## config.mk

```make
export PLATFORM = sky130hd
export DESIGN_NAME = ntcl_interp
export DESIGN_NICKNAME = d
export VERILOG_FILES = /design/src/hdl/assert_macros.svh /design/src/hdl/ntcl_pkg.sv /design/src/hdl/ntcl_interp.sv
export SDC_FILE = /design/constraint.sdc
export NUM_CORES = 1
export LEC_CHECK = 0
export ABC_AREA = 1
export BUFFER_PORTS_ARGS = -buffer_cell sky130_fd_sc_hd__clkbuf_2
export CAP_MARGIN = 40
export CORE_MARGIN = 2
export CORE_UTILIZATION = 45
export DETAILED_ROUTE_END_ITERATION = 10
export PLACE_DENSITY = 0.71
export SETUP_SLACK_MARGIN = 0.15
export SLEW_MARGIN = 20
export SYNTH_ARGS = -nofsm -noshare
export SYNTH_HDL_FRONTEND = slang
export SYNTH_SLANG_ARGS = --single-unit
```

## constraint.sdc

```tcl
create_clock -name aclk -period 7.9 [get_ports aclk]
set_input_delay 0.395 -clock aclk [delete_from_list [all_inputs] [get_ports aclk]]
set_output_delay 0.395 -clock aclk [all_outputs]
set_load 0.03 [all_outputs]
```

## src/hdl/assert_macros.svh

```systemverilog
// Assertion macros used by the linearizer RTL.
// Clocked on aclk; the checking form drops out when SYNTHESIS is defined.
`ifndef ASSERT_MACROS_SVH
`define ASSERT_MACROS_SVH
`ifndef SYNTHESIS
// Check a property while out of reset.
`define NTCL_ASSERT(lbl, prop) \
    lbl: assert property (@(posedge aclk) disable iff (!aresetn) prop) \
        else $error("ntcl assertion failed");
// Check a property at every edge, reset included.
`define NTCL_ASSERT_ALWAYS(lbl, prop) \
    lbl: assert property (@(posedge aclk) prop) \
        else $error("ntcl assertion failed");
`else
`define NTCL_ASSERT(lbl, prop)
`define NTCL_ASSERT_ALWAYS(lbl, prop)
`endif
`endif

```

## src/hdl/ntcl_pkg.sv

```systemverilog
`timescale 1ns / 1ps
// Package for the NTC linearizer: widths, the thermistor table, scaling constants
// and the side-band type carried through the dividers. No dependencies.
package ntcl_pkg;

    localparam int TABLE_ENTRIES = 21;
    localparam int ADC_CODES     = 1024;
    localparam int ADC_SHIFT     = $clog2(ADC_CODES);

    localparam int CODE_W = 10;
    localparam int VREF_W = 13;
    localparam int RDIV_W = 30;
    localparam int TEMP_W = 15;
    localparam int MV_W   = 13;
    localparam int NUM_W  = 43;
    localparam int DEN_W  = 23;
    localparam int QUO_W  = 34;
    localparam int REM_W  = DEN_W + 1;
    localparam int OHM_W  = 21;
    localparam int SEG_W  = $clog2(TABLE_ENTRIES);
    localparam int H_W    = 20;
    localparam int V_W    = 24;
    localparam int RCP_W  = 29;
    localparam int PROD_W = V_W - 1 + RCP_W;
    localparam int RCP_SHIFT = 32;
    localparam int MAG_W  = PROD_W - RCP_SHIFT;
    localparam int QC_W   = 18;

    localparam int DEN_SCALE   = 1000;
    localparam int SLOPE_SCALE = 500;
    localparam int Q_CLAMP     = 250000;

    localparam logic signed [H_W-1:0] HUND_S  = 100;
    localparam logic signed [V_W-1:0] NINE_S  = 9;
    localparam logic signed [V_W-1:0] F_OFF_S = 16000;
    localparam logic signed [MAG_W:0] LIMIT_S = 9999;

    // ceil(2^32 / 10) and ceil(2^32 / 50): exact for magnitudes below 2^30
    localparam logic [RCP_W-1:0] RCP_TENTHS = 29'd429496730;
    localparam logic [RCP_W-1:0] RCP_FAHR   = 29'd85899346;

    localparam logic [VREF_W-1:0] VREF_RESET = 13'd3000;
    localparam logic [RDIV_W-1:0] RDIV_RESET = 30'd470000000;

    typedef enum logic [1:0] {
        CFG_VREF = 2'd0,
        CFG_RDIV = 2'd1
    } cfg_index_t;

    typedef struct packed {
        logic             func;
        logic             cold;
        logic             hot;
        logic             neg;
        logic [SEG_W-1:0] seg;
    } side_t;

    localparam logic [OHM_W-1:0] RT_OHM [TABLE_ENTRIES] = '{
        21'd1344300, 21'd998530, 21'd748670, 21'd566360, 21'd432120, 21'd332400,
        21'd257690, 21'd201270, 21'd158340, 21'd125420, 21'd100000, 21'd80239,
        21'd64776, 21'd52598, 21'd42950, 21'd35262, 21'd29100, 21'd24136,
        21'd20114, 21'd16841, 21'd14164
    };

    localparam logic signed [7:0] RT_DEG [TABLE_ENTRIES] = '{
        -8'sd25, -8'sd20, -8'sd15, -8'sd10, -8'sd5, 8'sd0, 8'sd5, 8'sd10, 8'sd15,
        8'sd20, 8'sd25, 8'sd30, 8'sd35, 8'sd40, 8'sd45, 8'sd50, 8'sd55, 8'sd60,
        8'sd65, 8'sd70, 8'sd75
    };

endpackage

```

## src/hdl/ntcl_interp.sv

```systemverilog
`timescale 1ns / 1ps
// Table search and interpolation set-up: segment, offset from its cold end,
// scaled numerator and segment span for the second divider. Depends on ntcl_pkg.
module ntcl_interp import ntcl_pkg::*; (
    input  logic             aclk,
    input  logic             aresetn,
    input  logic             en,
    input  logic             in_valid,
    input  logic [QUO_W-1:0] ohm,
    input  side_t            in_side,
    output logic             out_valid,
    output logic [NUM_W-1:0] dividend,
    output logic [DEN_W-1:0] divisor,
    output side_t            side
);

    logic                    hot;
    logic [SEG_W-1:0]        seg;
    logic [SEG_W-1:0]        seg_m1;
    logic signed [QUO_W:0]   x_next;
    logic signed [QUO_W:0]   x_reg;
    side_t                   side1_next;
    side_t                   side1_reg;
    logic                    valid1_reg;
    logic                    valid2_reg;
    logic                    neg;
    logic [QUO_W:0]          x_negated;
    logic [QUO_W-1:0]        mag;
    logic [SEG_W-1:0]        seg1_m1;
    logic [NUM_W-1:0]        num_next;
    logic [DEN_W-1:0]        den_next;
    side_t                   side2_next;
    logic [NUM_W-1:0]        num_reg;
    logic [DEN_W-1:0]        den_reg;
    side_t                   side2_reg;

    // first entry from 1 upward whose resistance is below the reading
    always_comb begin
        hot = 1'b1;
        seg = SEG_W'(1);
        for (int i = TABLE_ENTRIES - 1; i >= 1; i--) begin
            if (QUO_W'(RT_OHM[i]) < ohm) begin
                hot = 1'b0;
                seg = SEG_W'(i);
            end
        end
        seg_m1         = seg - SEG_W'(1);
        x_next         = $signed({1'b0, QUO_W'(RT_OHM[seg_m1])}) - $signed({1'b0, ohm});
        side1_next     = in_side;
        side1_next.hot = hot;
        side1_next.seg = seg;
    end

    always_comb begin
        neg            = x_reg[QUO_W];
        x_negated      = -x_reg;
        mag            = neg ? x_negated[QUO_W-1:0] : x_reg[QUO_W-1:0];
        seg1_m1        = side1_reg.seg - SEG_W'(1);
        num_next       = NUM_W'(mag) * NUM_W'(SLOPE_SCALE);
        den_next       = DEN_W'(RT_OHM[seg1_m1] - RT_OHM[side1_reg.seg]);
        side2_next     = side1_reg;
        side2_next.neg = neg;
    end

    always_ff @(posedge aclk) begin
        if (!aresetn) begin
            valid1_reg <= 1'b0;
            valid2_reg <= 1'b0;
        end else if (en) begin
            valid1_reg <= in_valid;
            valid2_reg <= valid1_reg;
        end
    end

    always_ff @(posedge aclk) begin
        if (en) begin
            x_reg     <= x_next;
            side1_reg <= side1_next;
            num_reg   <= num_next;
            den_reg   <= den_next;
            side2_reg <= side2_next;
        end
    end

    assign out_valid = valid2_reg;
    assign dividend  = num_reg;
    assign divisor   = den_reg;
    assign side      = side2_reg;

endmodule

```

==> results_dict.tcl <==
set metrics [dict create \
    synth.top_cell.area_share 0.234 \
    worstSetupPathType "flop to flop" \
    seqCellArea_um2 3490 \
    diodes 0 \
    timing.final.hold_violations 0 \
    cts_tree "done" \
    endpoint_kind "flop" \
    cts_inserted_buffers 17 \
    grt_first_pass_wirelength_um 57600 \
    yosys.area.top_type "edfxtp_1" \
    min_period_ns 7.16 \
    timing.final.crit_share 0.907 \
    syn-cell-area_um2 14700 \
    fin_nets 2218 \
    ys_seq_area_frac 0.237 \
    worstHoldPathCells 1 \
    clk_pin_slew_ns 0.06 \
    firstDrtPassIters 7 \
    grt_pass1_vias 12041 \
    hold_class "input pin to flop" \
    synthFlopType "edfxtp_1" \
    drc 0 \
    critPathMaxStageDelay_ns 0.57 \
    required_ns 8.08 \
    slew_violations 0 \
    htreeDepth 4 \
    ys_types 61 \
    clock.fmax_mhz 140 \
    synthesis.instances 1762 \
    avgSynthCellArea_um2 8.37 \
    cts.sinks 117 \
    clockBufferDepth 2 \
    via_per_inst 5.18 \
    finalSetupViolCount 0 \
    grt_overflow 0 \
    critPathArrivalTime_ns 7.34 \
    vias 12121 \
    die_h_um 185 \
    finClkSkew_ns 0.0173 \
    post-dp-hpwl_um 28700 \
    routed_wl_um 34800 \
    final_cell_mix "nand2_1, inv_1, ha_1" \
    cp_slowest_cell "fa_1" \
    ios 123 \
    slew-limit-headroom 0.538 \
    core_area_um2 32400 \
    status "completed" \
    areaGrowthSynthToFinish_pct 11.7 \
    path_common_cell "nand2_1" \
    synth_edf_count 115 \
    drtAntennaViolNets 0 \
    dieArea_um2 34200 \
    tightest_slew_ns 0.693 \
    grt_usage 0.209 \
    antenna_found_initial 0 \
    fillers 3174 \
    rows 66 \
    ys_warn_count 0 \
    grt_max_degree 43 \
    initial_core_util 0.455 \
    ys_seq_elements 117 \
    multi_input_area_um2 10000 \
    async_flop_share 0 \
    drive_gt1_frac 0.118 \
    mostFrequentLayoutCell "nand2_1" \
    io_buffers 113 \
    worstRegToRegCells 36 \
    chipWidth_um 185 \
    start_kind "flop" \
    first_iter_violations 801 \
    largest_reg_flops 41 \
    routabilityCongestion 0.931 \
    crit_fanout 7 \
    cap_violations 0 \
    clk_latency_ns 0.43 \
    rsz0062_at_grt "yes" \
    synthTopCellsByArea "edfxtp_1, fa_1, ha_1, nand2_1, inv_1" \
    wl_per_cell_um 14.9 \
    cts_root_buf "clkbuf_16" \
    cts_hold_buffers 0 \
    timing.setup.tns_ns 0 \
]
==> critical path, delay by kind of cell, from the launching register on <==
kind / cells / cell delay, ns
buffers and inverters: 5 / 0.51
and+or+nand+nor: 19 / 1.99
adders and majority gates: 6 / 2.57
AOI/OAI and AO/OA: 4 / 0.77
DFF: 1 / 0.51
xor gates and xnor gates: 2 / 0.56
==> stage by stage <==
| step | std cells | cell area, um2 | hold WS, ns | worst slack [ns] | utilization |
|---|---|---|---|---|---|
| 2_1_floorplan | 1763 | 14700 | 0.400 | 1.54 | - |
| 3_3_place_gp | 2301 | 15800 | 0.401 | 0.653 | 0.488 |
| 3_5_place_dp | 2302 | 15800 | 0.413 | 0.569 | 0.489 |
| 4_1_cts | 2334 | 16400 | 0.138 | 0.728 | 0.506 |
| 5_1_grt | 2340 | 16500 | 0.131 | 0.0808 | 0.509 |
| 6_report | 2340 | 16500 | 0.149 | 0.736 | 0.509 |
==> worst paths after layout <==
kind / slack [ns] / endpoint / startpoint
setup / recovery: 0.74 / dividend[42] / x_reg[0]
hold / removal: 0.15 / side1_reg[8] / in_side[8]
setup reg to reg: 0.74 / dividend[42] / x_reg[0]
hold reg to reg: 0.43 / side[6] / side1_reg[6]
==> layout make-up <==
| class | instances | area share |
|---|---|---|
| Clock buffer | 19 | 0.0263 |
| Clock inverter | 13 | 0.00813 |
| Inverter | 299 | 0.0684 |
| Multi-Input combinational cell | 1319 | 0.608 |
| Sequential cell | 117 | 0.212 |
| Tap cell | 442 | 0.0336 |
| Timing Repair Buffer | 131 | 0.0435 |
==> per-layer routing <==
| layer | GRT usage | up-vias | share of wire |
|---|---|---|---|
| met2 | 0.362 | 307 | 0.49 |
| li1 | - | 6045 | - |
| met3 | 0.0262 | 55 | 0.039 |
| met4 | 0.0721 | 0 | 0.026 |
| met5 | 0 | - | 0 |
| met1 | 0.270 | 5714 | 0.45 |
==> kinds of logic (layout without fill, tap and decap cells) <==
family | after synthesis | in the layout | share of synthesized area
buffers and inverters | 327 | 462 | 0.0861
AND/OR/NAND/NOR | 622 | 622 | 0.182
XOR/XNOR | 121 | 121 | 0.0724
AO/OA/AOI/OAI | 288 | 288 | 0.114
adder cells (fa/ha/maj) | 286 | 286 | 0.308
flip-flops | 117 | 117 | 0.237
other | 1 | 2 | 0.000254
==> timing repair <==
item                       in CTS  in global routing
setup buffers                   0                  6
gates resized for setup         0                  4
setup endpoints to repair       0                  4
==> synthesized netlist by cell type, types with 5 or more instances <==
| library cell | instances |
|---|---|
| clkinv_1 | 5 |
| nand2_1 | 309 |
| inv_2 | 13 |
| o211ai_1 | 17 |
| xor2_1 | 95 |
| a211oi_1 | 6 |
| a31oi_1 | 16 |
| or2_2 | 7 |
| nand3_2 | 5 |
| o31ai_1 | 6 |
| a21oi_2 | 5 |
| nor3_1 | 19 |
| nand4_1 | 17 |
| nor2_2 | 7 |
| inv_1 | 281 |
| a21oi_1 | 110 |
| nand2_2 | 11 |
| o21ai_1 | 6 |
| xnor2_1 | 25 |
| ha_1 | 158 |
| o21ai_0 | 83 |
| nand3_1 | 82 |
| fa_1 | 128 |
| clkbuf_1 | 17 |
| nor4_1 | 7 |
| nor2_1 | 147 |
| edfxtp_1 | 115 |
Power is not shown: default switching activity piles up to over one toggle a cycle in this logic, so the estimate is an artifact.
