### src/hdl/assert_macros.svh
// Assertion macros used by the linearizer RTL.
// Clocked on aclk; the checking form drops out when SYNTHESIS is defined.
`ifndef ASSERT_MACROS_SVH
`define ASSERT_MACROS_SVH
`ifndef SYNTHESIS
// Check a property while out of reset.
`define NTCL_ASSERT(lbl, prop) \
    lbl: assert property (@(posedge aclk) disable iff (!aresetn) prop) \
        else $error("ntcl assertion failed");
// Check a property at every edge, reset included.
`define NTCL_ASSERT_ALWAYS(lbl, prop) \
    lbl: assert property (@(posedge aclk) prop) \
        else $error("ntcl assertion failed");
`else
`define NTCL_ASSERT(lbl, prop)
`define NTCL_ASSERT_ALWAYS(lbl, prop)
`endif
`endif

### src/hdl/ntcl_pkg.sv
`timescale 1ns / 1ps
// Package for the NTC linearizer: widths, the thermistor table, scaling constants
// and the side-band type carried through the dividers. No dependencies.
package ntcl_pkg;

    localparam int TABLE_ENTRIES = 21;
    localparam int ADC_CODES     = 1024;
    localparam int ADC_SHIFT     = $clog2(ADC_CODES);

    localparam int CODE_W = 10;
    localparam int VREF_W = 13;
    localparam int RDIV_W = 30;
    localparam int TEMP_W = 15;
    localparam int MV_W   = 13;
    localparam int NUM_W  = 43;
    localparam int DEN_W  = 23;
    localparam int QUO_W  = 34;
    localparam int REM_W  = DEN_W + 1;
    localparam int OHM_W  = 21;
    localparam int SEG_W  = $clog2(TABLE_ENTRIES);
    localparam int H_W    = 20;
    localparam int V_W    = 24;
    localparam int RCP_W  = 29;
    localparam int PROD_W = V_W - 1 + RCP_W;
    localparam int RCP_SHIFT = 32;
    localparam int MAG_W  = PROD_W - RCP_SHIFT;
    localparam int QC_W   = 18;

    localparam int DEN_SCALE   = 1000;
    localparam int SLOPE_SCALE = 500;
    localparam int Q_CLAMP     = 250000;

    localparam logic signed [H_W-1:0] HUND_S  = 100;
    localparam logic signed [V_W-1:0] NINE_S  = 9;
    localparam logic signed [V_W-1:0] F_OFF_S = 16000;
    localparam logic signed [MAG_W:0] LIMIT_S = 9999;

    // ceil(2^32 / 10) and ceil(2^32 / 50): exact for magnitudes below 2^30
    localparam logic [RCP_W-1:0] RCP_TENTHS = 29'd429496730;
    localparam logic [RCP_W-1:0] RCP_FAHR   = 29'd85899346;

    localparam logic [VREF_W-1:0] VREF_RESET = 13'd3000;
    localparam logic [RDIV_W-1:0] RDIV_RESET = 30'd470000000;

    typedef enum logic [1:0] {
        CFG_VREF = 2'd0,
        CFG_RDIV = 2'd1
    } cfg_index_t;

    typedef struct packed {
        logic             func;
        logic             cold;
        logic             hot;
        logic             neg;
        logic [SEG_W-1:0] seg;
    } side_t;

    localparam logic [OHM_W-1:0] RT_OHM [TABLE_ENTRIES] = '{
        21'd1344300, 21'd998530, 21'd748670, 21'd566360, 21'd432120, 21'd332400,
        21'd257690, 21'd201270, 21'd158340, 21'd125420, 21'd100000, 21'd80239,
        21'd64776, 21'd52598, 21'd42950, 21'd35262, 21'd29100, 21'd24136,
        21'd20114, 21'd16841, 21'd14164
    };

    localparam logic signed [7:0] RT_DEG [TABLE_ENTRIES] = '{
        -8'sd25, -8'sd20, -8'sd15, -8'sd10, -8'sd5, 8'sd0, 8'sd5, 8'sd10, 8'sd15,
        8'sd20, 8'sd25, 8'sd30, 8'sd35, 8'sd40, 8'sd45, 8'sd50, 8'sd55, 8'sd60,
        8'sd65, 8'sd70, 8'sd75
    };

endpackage

### src/hdl/ntcl_front.sv
`timescale 1ns / 1ps
// Front end: ADC code to millivolts, then divider numerator and denominator.
// Depends on ntcl_pkg.
module ntcl_front import ntcl_pkg::*; (
    input  logic              aclk,
    input  logic              aresetn,
    input  logic              en,
    input  logic              in_valid,
    input  logic [CODE_W-1:0] adc_code,
    input  logic              func,
    input  logic [VREF_W-1:0] vref,
    input  logic [RDIV_W-1:0] rdiv,
    output logic              out_valid,
    output logic [NUM_W-1:0]  dividend,
    output logic [DEN_W-1:0]  divisor,
    output side_t             side
);

    logic [CODE_W+VREF_W-1:0] prod1;
    logic [MV_W-1:0]          mv_next;
    logic [MV_W-1:0]          mv_reg;
    logic                     func1_reg;
    logic                     valid1_reg;
    logic                     valid2_reg;
    logic [VREF_W-1:0]        diff;
    logic [NUM_W-1:0]         num_next;
    logic [DEN_W-1:0]         den_next;
    logic [NUM_W-1:0]         num_reg;
    logic [DEN_W-1:0]         den_reg;
    side_t                    side_next;
    side_t                    side_reg;

    assign prod1   = {{VREF_W{1'b0}}, adc_code} * {{CODE_W{1'b0}}, vref};
    assign mv_next = prod1[ADC_SHIFT +: MV_W];

    always_ff @(posedge aclk) begin
        if (!aresetn) begin
            valid1_reg <= 1'b0;
            valid2_reg <= 1'b0;
        end else if (en) begin
            valid1_reg <= in_valid;
            valid2_reg <= valid1_reg;
        end
    end

    always_ff @(posedge aclk) begin
        if (en) begin
            mv_reg    <= mv_next;
            func1_reg <= func;
            num_reg   <= num_next;
            den_reg   <= den_next;
            side_reg  <= side_next;
        end
    end

    always_comb begin
        diff           = vref - mv_reg;
        num_next       = NUM_W'(mv_reg) * NUM_W'(rdiv);
        den_next       = DEN_W'(diff) * DEN_W'(DEN_SCALE);
        side_next      = '0;
        side_next.func = func1_reg;
        // open divider or zero reference reads as infinitely cold
        side_next.cold = (mv_reg >= vref);
    end

    assign out_valid = valid2_reg;
    assign dividend  = num_reg;
    assign divisor   = den_reg;
    assign side      = side_reg;

endmodule

### config.mk
export PLATFORM = sky130hd
export DESIGN_NAME = ntcl_front
export DESIGN_NICKNAME = d
export VERILOG_FILES = /design/src/hdl/assert_macros.svh /design/src/hdl/ntcl_pkg.sv /design/src/hdl/ntcl_front.sv
export SDC_FILE = /design/constraint.sdc
export NUM_CORES = 1
export LEC_CHECK = 0
export ABC_AREA = 1
export BUFFER_PORTS_ARGS = -buffer_cell sky130_fd_sc_hd__buf_2
export CAP_MARGIN = 0
export CORE_MARGIN = 1
export CORE_UTILIZATION = 65
export DETAILED_ROUTE_END_ITERATION = 6
export PLACE_DENSITY = 0.92
export SETUP_SLACK_MARGIN = 0.15
export SLEW_MARGIN = 20
export SYNTH_ARGS = -nofsm -noshare
export SYNTH_HDL_FRONTEND = slang
export SYNTH_SLANG_ARGS = --single-unit
### constraint.sdc
create_clock -name aclk -period 6.43 [get_ports aclk]
set_input_delay 0.9645 -clock aclk [delete_from_list [all_inputs] [get_ports aclk]]
set_output_delay 0.9645 -clock aclk [all_outputs]
set_load 0.01 [all_outputs]
==> impl_results.md <==
* Class of the most critical hold timing path: register to register
* Endpoint arrival time on the critical path at 5920 ps
* Vertical extent of the die at 190 µm
* Share of post-route cells with drive strength above 1 at 6.66%
* Global route overflow at 0
* Shortest period the worst path allows at 5790 ps
* Postcts setup bufs at 0
* Slowest CP cell: fa_1
* Kind of start point of the critical path: input port
* Flops & latches, synth at 81
* DRC violations left at 0
* Detailed-placement wirelength estimate at 46,800 µm
* Number of cells produced by synthesis at 2,967
* Transition at the pin with the smallest max-transition slack at 643 ps
* Endpoint class of the critical path: register
* Synth top cells by count: 880 x inv_1, 838 x nand2_1, 436 x fa_1, 204 x ha_1, 92 x clkbuf_1
* Yosys warnings at 0
* Overall die area at 36,200 µm²
* Cell count of the worst reg-to-reg path at 23
* Count of flip-flops with a built-in enable after synthesis at 79
* Filler Cell Count at 2,560
* Clock slew seen by the registers of the worst setup and hold paths at 70 ps
* Number of flip-flops in the largest register at 43
* Unique masters post-synth at 37
* Arithmetic-cell share of the synthesized area counting full adders, half adders and majority gates at 49.0%
* Worst Min Path Start: func1_reg$_DFFE_PP_
* Routed via count divided by cell count at 5.45
* Total via count in the routed design at 19,000
* Count of instances resized after the clock tree is built at 0
* RSZ-0062 raised after global routing: no
* Aggregate negative setup slack at 0 ps
* Number of buffers added by the clock tree synthesis step at 9
* Top cell by count, worst path: nand2_1
* Routed wire length per instance at 16.3 µm
* Most common cell in the synthesized netlist: inv_1
* Netlist Area Pre-Place at 23,000 µm²
* Top-area cell type share of the netlist area at 37.9%
* Die X-Extent at 190 µm
* Required @ worst endpoint at 6560 ps
* Wire length of the first global-routing pass at 95,800 µm
* M2 GR Usage at 59.4%
* Worst hold path endpoint: side[8]$_DFFE_PP_
* Leading post-synthesis cells by cell area: fa_1 38%, inv_1 14%, nand2_1 14%, ha_1 11%, edfxtp_1 10%
* First-iteration detailed-routing DRC count at 1,541
* Status: completed
* Total core area at 34,700 µm²
* Clock tree from TritonCTS: built
* Longest individual stage delay on the worst path at 550 ps
* Max-slew headroom at the worst pin at 57.0%
* FFs w/ async S/R, synth at 0%
* Clock Tree Buf Depth at 2
* Starting density of the core at 66.3%
* Routing usage on met3 at 6.79%
* Worst Setup Path Type: input port to register
* Final-report max-slew violation count at 0
* Port Buffers at 123
* Antenna violation net count after detailed routing at 0
* Max-cap violations at 0
* Final weighted congestion in routability-driven placement at 0.966
* Final setup violating endpoints at 0
* Deepest level of the CTS H-tree at 3
* Area grow syn2layout at 5.60%
* Largest family of logic cells by synthesized area: adder cells
* Via count of the first global-routing pass at 20,600
* Clock latency on the worst-skew pair at 370 ps
* Worst-path fanout max at 10
* Post-synthesis sequential area ratio at 10.5%
* Final nets at 3,726
* Dpl cells at 3,472
* Critical path buffers and inverters at 6
* Cts-stage hold buffer count at 0
* Number of clock sinks seen by CTS at 81
* Area leader, netlist: fa_1
* R2R Path End: divisor[19]$_DFFE_PP_
* Final instance count without filler cells at 3,493
* Origin of the critical flop-to-flop path: mv_reg[3]$_DFFE_PP_
* Final period util at 90.0%
* Multiplexer share of the synthesized area at 0%
* Final Hold Violating Endpoints at 0
* Ports at 134
* Total wire length after detailed routing at 57,000 µm
* First-pass iteration count of the detailed router at 6
* Final Skew at 12.6 ps
* Basic-gate share of the synthesized area counting and, or, nand and nor cells at 18.4%
* Met1 track utilization from global routing at 38.8%
* Cell family with the largest share of critical-path delay: adder cells
* Cell chosen for the clock root: clkbuf_16
* Most used DFF post-synth: edfxtp_1
* Std-Cell Rows at 68
* Hold Crit Depth at 0
* Xor/xnor cell area share of the yosys netlist at 2.24%
* Final cell utilization of the core at 70.0%
* Synth Area per Inst at 7.76 µm²
* Cells traversed along the worst timing path: buf_2 > inv_1 > ha_1 > fa_1 > o21ai_2 > xor2_1 > buf_4 > fa_1 > inv_1 > fa_1 > fa_1 > inv_1 > fa_1 > ha_1 > nand2_1 > inv_1 > a21oi_1 > nand2_1 > nand2_1 > nand2_1 > nand2_1 > nand2_1 > nand2_1 > nand2_1
* Antenna violations before repair at 6
* Area fraction in compound gates after synthesis at 3.48%
* Total Routing Usage GR at 33.6%
* Most used routing layer: met2
* Fmax at 0.173 GHz
* Worst setup slack for register-to-register paths at 840 ps
* Number of gates on the worst path with buffers counted at 24
* Largest net degree at the start of global routing at 50
[layout by cell type (no fill, tap or decap), types with 3 or more instances in the layout]
| cell | n |
|---|---|
| o21ai_1 | 6 |
| nand3_1 | 62 |
| fa_1 | 436 |
| nand2_2 | 11 |
| inv_1 | 880 |
| conb_1 | 10 |
| nor2_1 | 86 |
| xnor2_1 | 16 |
| nor2_2 | 8 |
| o21ai_0 | 26 |
| o21ai_2 | 3 |
| inv_2 | 6 |
| nand3_2 | 4 |
| buf_2 | 122 |
| a31oi_1 | 5 |
| clkbuf_16 | 9 |
| nand3b_1 | 6 |
| nand2_1 | 838 |
| buf_4 | 23 |
| a21boi_0 | 3 |
| nor2_4 | 5 |
| edfxtp_1 | 79 |
| nor3_1 | 16 |
| nor4_2 | 3 |
| diode_2 | 5 |
| nand4_1 | 8 |
| ha_1 | 204 |
| o21bai_1 | 14 |
| a21oi_1 | 76 |
| a21o_1 | 6 |
| xor2_1 | 43 |
[metrics by stage]
stage	setup slack, ps	area, µm²	hold WS (ps)
final	640	24300	425
after global placement	442	24000	403
after detailed placement	259	24000	412
after floorplan	511	23100	400
after global routing	331	24300	441
after CTS	621	24300	428
[final cells by class]
cell class                 instances  area, µm²  area share (%)
sequential                        81       2410            9.92
antenna                            5       12.5          0.0515
multi-input combinational       1905      16900            69.4
inverter                         886       3330            13.7
timing repair buffer             145        783            3.22
tap                              455        569            2.34
clock inverter                     7        101           0.417
clock buffer                       9        225           0.926
[per-layer routing]
| metal | vias up | share of wire, % | wire, µm |
|---|---|---|---|
| met4 | 2 | 4.7 | 2700 |
| met5 | - | 0.023 | 13 |
| met2 | 1049 | 51 | 28800 |
| met1 | 9098 | 36 | 20400 |
| met3 | 281 | 8.9 | 5050 |
| li1 | 8608 | - | - |
[worst register-to-register path, delay by kind of cell (launching register included)]
kind,cells,cell delay [ps]
buf+inv,4,430
simple gates,8,740
flops,1,710
compound gates,4,760
xor+xnor,1,160
fa+ha+maj,6,2550
[worst max-delay path by stage]
| stage | from | end | slack [ps] |
|---|---|---|---|
| floorplan | vref[0] | divisor[22]$_DFFE_PP_ | 510 |
| global placement | vref[0] | divisor[22]$_DFFE_PP_ | 440 |
| finish | vref[0] | divisor[19]$_DFFE_PP_ | 640 |
| detailed placement | vref[0] | divisor[19]$_DFFE_PP_ | 260 |
| global route | vref[0] | divisor[19]$_DFFE_PP_ | 330 |
| CTS | vref[0] | divisor[19]$_DFFE_PP_ | 620 |
[logic make-up after synthesis]
group / count (synthesis)
flops: 81
fa+ha+maj: 640
compound gates: 143
other cells: 1
simple gates: 1053
xor+xnor: 59
buf+inv: 990
Power is left out: the tool's default activity adds up to more than one toggle a clock period on the data nets, which glitch-free logic cannot reach.
