<file path="src/hdl/assert_macros.svh">
// Assertion macros used by the linearizer RTL.
// Clocked on aclk; the checking form drops out when SYNTHESIS is defined.
`ifndef ASSERT_MACROS_SVH
`define ASSERT_MACROS_SVH
`ifndef SYNTHESIS
// Check a property while out of reset.
`define NTCL_ASSERT(lbl, prop) \
    lbl: assert property (@(posedge aclk) disable iff (!aresetn) prop) \
        else $error("ntcl assertion failed");
// Check a property at every edge, reset included.
`define NTCL_ASSERT_ALWAYS(lbl, prop) \
    lbl: assert property (@(posedge aclk) prop) \
        else $error("ntcl assertion failed");
`else
`define NTCL_ASSERT(lbl, prop)
`define NTCL_ASSERT_ALWAYS(lbl, prop)
`endif
`endif

</file>
<file path="src/hdl/ntcl_pkg.sv">
`timescale 1ns / 1ps
// Package for the NTC linearizer: widths, the thermistor table, scaling constants
// and the side-band type carried through the dividers. No dependencies.
package ntcl_pkg;

    localparam int TABLE_ENTRIES = 21;
    localparam int ADC_CODES     = 1024;
    localparam int ADC_SHIFT     = $clog2(ADC_CODES);

    localparam int CODE_W = 10;
    localparam int VREF_W = 13;
    localparam int RDIV_W = 30;
    localparam int TEMP_W = 15;
    localparam int MV_W   = 13;
    localparam int NUM_W  = 43;
    localparam int DEN_W  = 23;
    localparam int QUO_W  = 34;
    localparam int REM_W  = DEN_W + 1;
    localparam int OHM_W  = 21;
    localparam int SEG_W  = $clog2(TABLE_ENTRIES);
    localparam int H_W    = 20;
    localparam int V_W    = 24;
    localparam int RCP_W  = 29;
    localparam int PROD_W = V_W - 1 + RCP_W;
    localparam int RCP_SHIFT = 32;
    localparam int MAG_W  = PROD_W - RCP_SHIFT;
    localparam int QC_W   = 18;

    localparam int DEN_SCALE   = 1000;
    localparam int SLOPE_SCALE = 500;
    localparam int Q_CLAMP     = 250000;

    localparam logic signed [H_W-1:0] HUND_S  = 100;
    localparam logic signed [V_W-1:0] NINE_S  = 9;
    localparam logic signed [V_W-1:0] F_OFF_S = 16000;
    localparam logic signed [MAG_W:0] LIMIT_S = 9999;

    // ceil(2^32 / 10) and ceil(2^32 / 50): exact for magnitudes below 2^30
    localparam logic [RCP_W-1:0] RCP_TENTHS = 29'd429496730;
    localparam logic [RCP_W-1:0] RCP_FAHR   = 29'd85899346;

    localparam logic [VREF_W-1:0] VREF_RESET = 13'd3000;
    localparam logic [RDIV_W-1:0] RDIV_RESET = 30'd470000000;

    typedef enum logic [1:0] {
        CFG_VREF = 2'd0,
        CFG_RDIV = 2'd1
    } cfg_index_t;

    typedef struct packed {
        logic             func;
        logic             cold;
        logic             hot;
        logic             neg;
        logic [SEG_W-1:0] seg;
    } side_t;

    localparam logic [OHM_W-1:0] RT_OHM [TABLE_ENTRIES] = '{
        21'd1344300, 21'd998530, 21'd748670, 21'd566360, 21'd432120, 21'd332400,
        21'd257690, 21'd201270, 21'd158340, 21'd125420, 21'd100000, 21'd80239,
        21'd64776, 21'd52598, 21'd42950, 21'd35262, 21'd29100, 21'd24136,
        21'd20114, 21'd16841, 21'd14164
    };

    localparam logic signed [7:0] RT_DEG [TABLE_ENTRIES] = '{
        -8'sd25, -8'sd20, -8'sd15, -8'sd10, -8'sd5, 8'sd0, 8'sd5, 8'sd10, 8'sd15,
        8'sd20, 8'sd25, 8'sd30, 8'sd35, 8'sd40, 8'sd45, 8'sd50, 8'sd55, 8'sd60,
        8'sd65, 8'sd70, 8'sd75
    };

endpackage

</file>
<file path="src/hdl/ntcl_convert.sv">
`timescale 1ns / 1ps
// Back end: hundredths from the slope quotient, unit conversion by reciprocal
// multiply, limits and the output register. Depends on ntcl_pkg.
module ntcl_convert import ntcl_pkg::*; (
    input  logic              aclk,
    input  logic              aresetn,
    input  logic              en,
    input  logic              in_valid,
    input  logic [QUO_W-1:0]  quotient,
    input  side_t             in_side,
    output logic              out_valid,
    output logic [TEMP_W-1:0] temperature,
    output logic              out_of_range
);

    logic [QC_W-1:0]         qc;
    logic signed [H_W-1:0]   qs;
    logic [SEG_W-1:0]        seg_m1;
    logic signed [H_W-1:0]   t0;
    logic signed [H_W-1:0]   h_next;
    logic signed [H_W-1:0]   h_reg;
    side_t                   side1_reg;
    logic signed [V_W-1:0]   hx;
    logic signed [V_W-1:0]   v;
    logic [V_W-1:0]          v_negated;
    logic [V_W-2:0]          n_next;
    logic [V_W-2:0]          n_reg;
    logic                    vneg_reg;
    side_t                   side2_reg;
    logic [PROD_W-1:0]       prod_next;
    logic [PROD_W-1:0]       prod_reg;
    logic                    vneg3_reg;
    side_t                   side3_reg;
    logic [MAG_W-1:0]        mag;
    logic signed [MAG_W:0]   tval;
    logic [TEMP_W-1:0]       temp_next;
    logic                    oor_next;
    logic                    valid1_reg;
    logic                    valid2_reg;
    logic                    valid3_reg;
    logic                    valid4_reg;
    logic [TEMP_W-1:0]       temp_reg;
    logic                    oor_reg;

    // clamp deep cold extrapolation; it saturates in either unit anyway
    always_comb begin
        qc     = (quotient > QUO_W'(Q_CLAMP)) ? QC_W'(Q_CLAMP) : quotient[QC_W-1:0];
        qs     = $signed({{(H_W-QC_W){1'b0}}, qc});
        seg_m1 = in_side.seg - SEG_W'(1);
        t0     = H_W'(RT_DEG[seg_m1]) * HUND_S;
        h_next = in_side.neg ? (t0 - qs) : (t0 + qs);
    end

    always_comb begin
        hx        = V_W'(h_reg);
        v         = side1_reg.func ? (hx * NINE_S + F_OFF_S) : hx;
        v_negated = -v;
        n_next    = v[V_W-1] ? v_negated[V_W-2:0] : v[V_W-2:0];
    end

    assign prod_next = PROD_W'(n_reg) *
                       PROD_W'(side2_reg.func ? RCP_FAHR : RCP_TENTHS);

    always_comb begin
        mag  = prod_reg[RCP_SHIFT +: MAG_W];
        tval = vneg3_reg ? -$signed({1'b0, mag}) : $signed({1'b0, mag});
        if (side3_reg.cold) begin
            temp_next = TEMP_W'(-LIMIT_S);
            oor_next  = 1'b1;
        end else if (side3_reg.hot) begin
            temp_next = TEMP_W'(LIMIT_S);
            oor_next  = 1'b1;
        end else if (tval < -LIMIT_S) begin
            temp_next = TEMP_W'(-LIMIT_S);
            oor_next  = 1'b1;
        end else if (tval > LIMIT_S) begin
            temp_next = TEMP_W'(LIMIT_S);
            oor_next  = 1'b1;
        end else begin
            temp_next = TEMP_W'(tval);
            oor_next  = 1'b0;
        end
    end

    always_ff @(posedge aclk) begin
        if (!aresetn) begin
            valid1_reg <= 1'b0;
            valid2_reg <= 1'b0;
            valid3_reg <= 1'b0;
            valid4_reg <= 1'b0;
        end else if (en) begin
            valid1_reg <= in_valid;
            valid2_reg <= valid1_reg;
            valid3_reg <= valid2_reg;
            valid4_reg <= valid3_reg;
        end
    end

    always_ff @(posedge aclk) begin
        if (en) begin
            h_reg     <= h_next;
            side1_reg <= in_side;
            n_reg     <= n_next;
            vneg_reg  <= v[V_W-1];
            side2_reg <= side1_reg;
            prod_reg  <= prod_next;
            vneg3_reg <= vneg_reg;
            side3_reg <= side2_reg;
            temp_reg  <= temp_next;
            oor_reg   <= oor_next;
        end
    end

    assign out_valid    = valid4_reg;
    assign temperature  = temp_reg;
    assign out_of_range = oor_reg;

endmodule
</file>
<file path="config.mk">
export PLATFORM = sky130hd
export DESIGN_NAME = ntcl_convert
export DESIGN_NICKNAME = d
export VERILOG_FILES = /design/src/hdl/assert_macros.svh /design/src/hdl/ntcl_pkg.sv /design/src/hdl/ntcl_convert.sv
export SDC_FILE = /design/constraint.sdc
export NUM_CORES = 1
export LEC_CHECK = 0
export ABC_CLOCK_PERIOD_IN_PS = 10200
export BUFFER_PORTS_ARGS = -buffer_cell sky130_fd_sc_hd__buf_2
export CORE_UTILIZATION = 50
export CTS_BUF_LIST = sky130_fd_sc_hd__clkbuf_16
export DETAILED_ROUTE_END_ITERATION = 10
export PLACE_DENSITY = 0.66
export SYNTH_ARGS = -nofsm -noshare
export SYNTH_HDL_FRONTEND = slang
export SYNTH_SLANG_ARGS = --single-unit
</file>
<file path="constraint.sdc">
create_clock -name aclk -period 10.2 [get_ports aclk]
set_input_delay 1.02 -clock aclk [delete_from_list [all_inputs] [get_ports aclk]]
set_output_delay 1.02 -clock aclk [all_outputs]
set_load 0.05 [all_outputs]
</file>
==> results.md <==
* Reg area at 2750 µm²
* CTS buffer count at 9
* Initial core utilization at 0.508
* Clock slew at reported path FFs at about 0.07 ns
* Synth Flop Type: edfxtp_1
* CTS H-tree lvls at 3
* # fillers at 4,030
* Total Wirelength at 54.5 mm
* Final Cycle Share at 0.773
* Worst-path maximum fanout at 9
* CTS tree: built
* Register-to-Register Path Depth at 21
* Initial drt markers at approximately 960
* FMAX at 127 MHz
* Largest area contributor in the netlist: fa_1
* Root Driver: clkbuf_16
* PnR worst setup slack at 2.32 ns
* Clock Path Buffers at 2
* Seq/Total Area, Yosys at 0.123
* Max-Cap Viols at 0
* DP Wirelength at between 40 and 50 mm
* Most used cell, CP: fa_1
* DR vias/cell at around 5.4
* Final setup violating endpoints at 0
* Largest stage delay, worst path at 0.72 ns
* TritonCTS Sinks at 93
* Vias in the first global route at 16,800
* Via Count at 16,200
* EDFF count, synth at about 90
* Utilization after layout at 0.534
* Worst-Skew Late Latency at 0.37 ns
* Top Ports at 64
* Slowest stage cell, crit path: edfxtp_1
* Post-synth top area share at 0.294
* Top cells by area, synth: fa_1 29%, ha_1 22%, edfxtp_1 12%, inv_1 11%, xnor2_1 2.6%
* Die Height at 214 µm
* Top cells by count, synth: 633 x inv_1, 400 x ha_1, 330 x fa_1
* WP data arrival at about 8.0 ns
* #FFs+latches synth at 93
* Pins Over Slew Limit at 0
* Die area at ~46,000 µm²
* Share of flip-flops with an asynchronous set or reset at 0
* All-Layer GR Usage at 0.247
* GPL Wtd Cong at 1.01
* Largest register FFs at 23
* CP Cell Sequence: nor2b_1 > fa_1 > inv_1 > fa_1 > inv_1 > fa_1 > fa_1 > fa_1 > fa_1 > inv_1 > fa_1 > inv_1 > ha_1 > a2111oi_0 > a32o_1 > o2111ai_1 > o21ai_0 > o21ai_0 > o22a_1 > a21oi_1 > xnor2_1
* Gr ovfl total at 0
* Input/output buffers at between 60 and 70
* Nature of the critical path startpoint: flip-flop
* First-pass GRT wire length at 88.9 mm
* Ant diodes at 0
* Post-Syn Instances at 2,392
* Synth cell types at 90
* Multi-input gate area at 17,100 µm²
* Core area at around 44,000 µm²
* Overall die width at 214 µm
* Endpoint class of the critical path: flip-flop
* Layout cell share with drive strength beyond 1 at 0.0523
* Status: finished, final reports clean
* Most common cell in the synthesized netlist: inv_1
* Crit path from: n_reg[15]
* Hold endpoint: vneg3_reg
* # Post-CTS Setup Buffers at 0
* Reg-to-reg slack, setup at 2.32 ns
* Hold path startpoint: vneg_reg
* Fin. Hold Viols at 0
* Area Overhead vs Synth at 5.24%
* Largest net degree at the start of global routing at 53
* First-pass DRT Iterations at 5
* Worst Setup Path Type: flip-flop to flip-flop
* Warnings from Yosys at 0
* Worst R2R End: prod_reg[51]
* Worst hold path class: flip-flop to flip-flop
* DRC Markers at 0
* Post-cts sizing count at 0
* Final nets at 3,202
* Row count at 77
* Worst Hold Depth at 0
* Measured slew at the worst slew-check pin at about 0.86 ns
* Initial antenna violation count at 1
* WP data required at approximately 10 ns
* Max Clock Skew at 0.0142 ns
* Routed Antenna Nets at 0
* Drt wl/cell at approximately 18 µm
* Reg2reg start: n_reg[15]
* Rel. slew slack at 0.424
* Total negative setup slack at 0 ns
* Post-CTS Hold Fix Bufs at 0
* Pre-CTS setup slack at 2.39 ns
* Tmin final at around 7.9 ns
* Mean Syn Cell Area at approximately 9.4 µm²
* RSZ-0062 raised after global routing: false
* Netlist Area Pre-Place at approximately 22,000 µm²
## final cells by class
cell class	instances	share of cell area
clock buffers	9	0.00953
clock inverters	7	0.00228
inverters	634	0.101
multi-input cells	1619	0.725
flip-flops and latches	93	0.116
well taps	592	0.0313
repair buffers	68	0.0150
## per-layer routing
layer	wire, µm	global-route usage
met5	11	0
met4	2110	0.0902
met3	2470	0.0335
met2	26700	0.420
met1	23200	0.320
## critical path, delay by kind of cell (launching register included)
family / cells / cell delay, ns
AOI/OAI and AO/OA: 7 / 2.11
xor gates and xnor gates: 1 / 0.08
adders and majority gates: 8 / 4.00
buffers and inverters: 4 / 0.32
DFF: 1 / 0.72
and+or+nand+nor: 1 / 0.42
## worst max-delay path by stage
| stage | to | slack [ns] |
|---|---|---|
| floorplan | prod_reg[46] | 3.25 |
| global placement | prod_reg[51] | 2.47 |
| detailed placement | prod_reg[51] | 2.39 |
| CTS | prod_reg[51] | 2.36 |
| global route | prod_reg[51] | 1.89 |
| finish | prod_reg[51] | 2.32 |
## placed cells by master (no fill, tap or decap), types with 7 or more instances in the layout
| master | synthesis | routed |
|---|---|---|
| inv_1 | 633 | 633 |
| ha_1 | 400 | 400 |
| fa_1 | 330 | 330 |
| nand2_1 | 112 | 112 |
| a21oi_1 | 100 | 100 |
| nor2_1 | 93 | 93 |
| edfxtp_1 | 89 | 89 |
| xnor2_1 | 67 | 67 |
| o21ai_0 | 63 | 63 |
| buf_2 | 8 | 62 |
| nor3_1 | 34 | 34 |
| xor2_1 | 31 | 31 |
| a21o_1 | 29 | 29 |
| nand2b_1 | 24 | 24 |
| nand3_1 | 22 | 22 |
| or2_2 | 19 | 19 |
| nand4_1 | 19 | 19 |
| nor2b_1 | 18 | 18 |
| o21a_1 | 17 | 17 |
| o21bai_1 | 16 | 16 |
| o31ai_1 | 14 | 14 |
| and2_1 | 13 | 13 |
| mux2i_1 | 13 | 13 |
| o211ai_1 | 11 | 11 |
| or3_1 | 11 | 11 |
| conb_1 | 2 | 11 |
| a31oi_1 | 10 | 10 |
| clkbuf_16 | 0 | 9 |
| nor4_1 | 8 | 8 |
| nand3b_1 | 8 | 8 |
| a211oi_1 | 7 | 7 |
## stage by stage
stage,cell area [µm²],hold slack (ns),std cells
after global placement,23400,0.404,3006
final,23600,0.424,3022
after detailed placement,23400,0.407,3006
after CTS,23600,0.425,3022
after floorplan,22500,0.400,2401
after global routing,23600,0.444,3022
## cells by family after synthesis
| family | count (synthesis) | synth area share |
|---|---|---|
| AOI/OAI and AO/OA | 349 | 0.104 |
| xor gates and xnor gates | 98 | 0.0382 |
| adders and majority gates | 730 | 0.517 |
| buffers and inverters | 689 | 0.116 |
| DFF | 93 | 0.123 |
| muxes | 18 | 0.00880 |
| other | 2 | 0.000334 |
| and+or+nand+nor | 413 | 0.0922 |
Power is not shown: default switching activity piles up to over one toggle a cycle in this logic, so the estimate is an artifact.
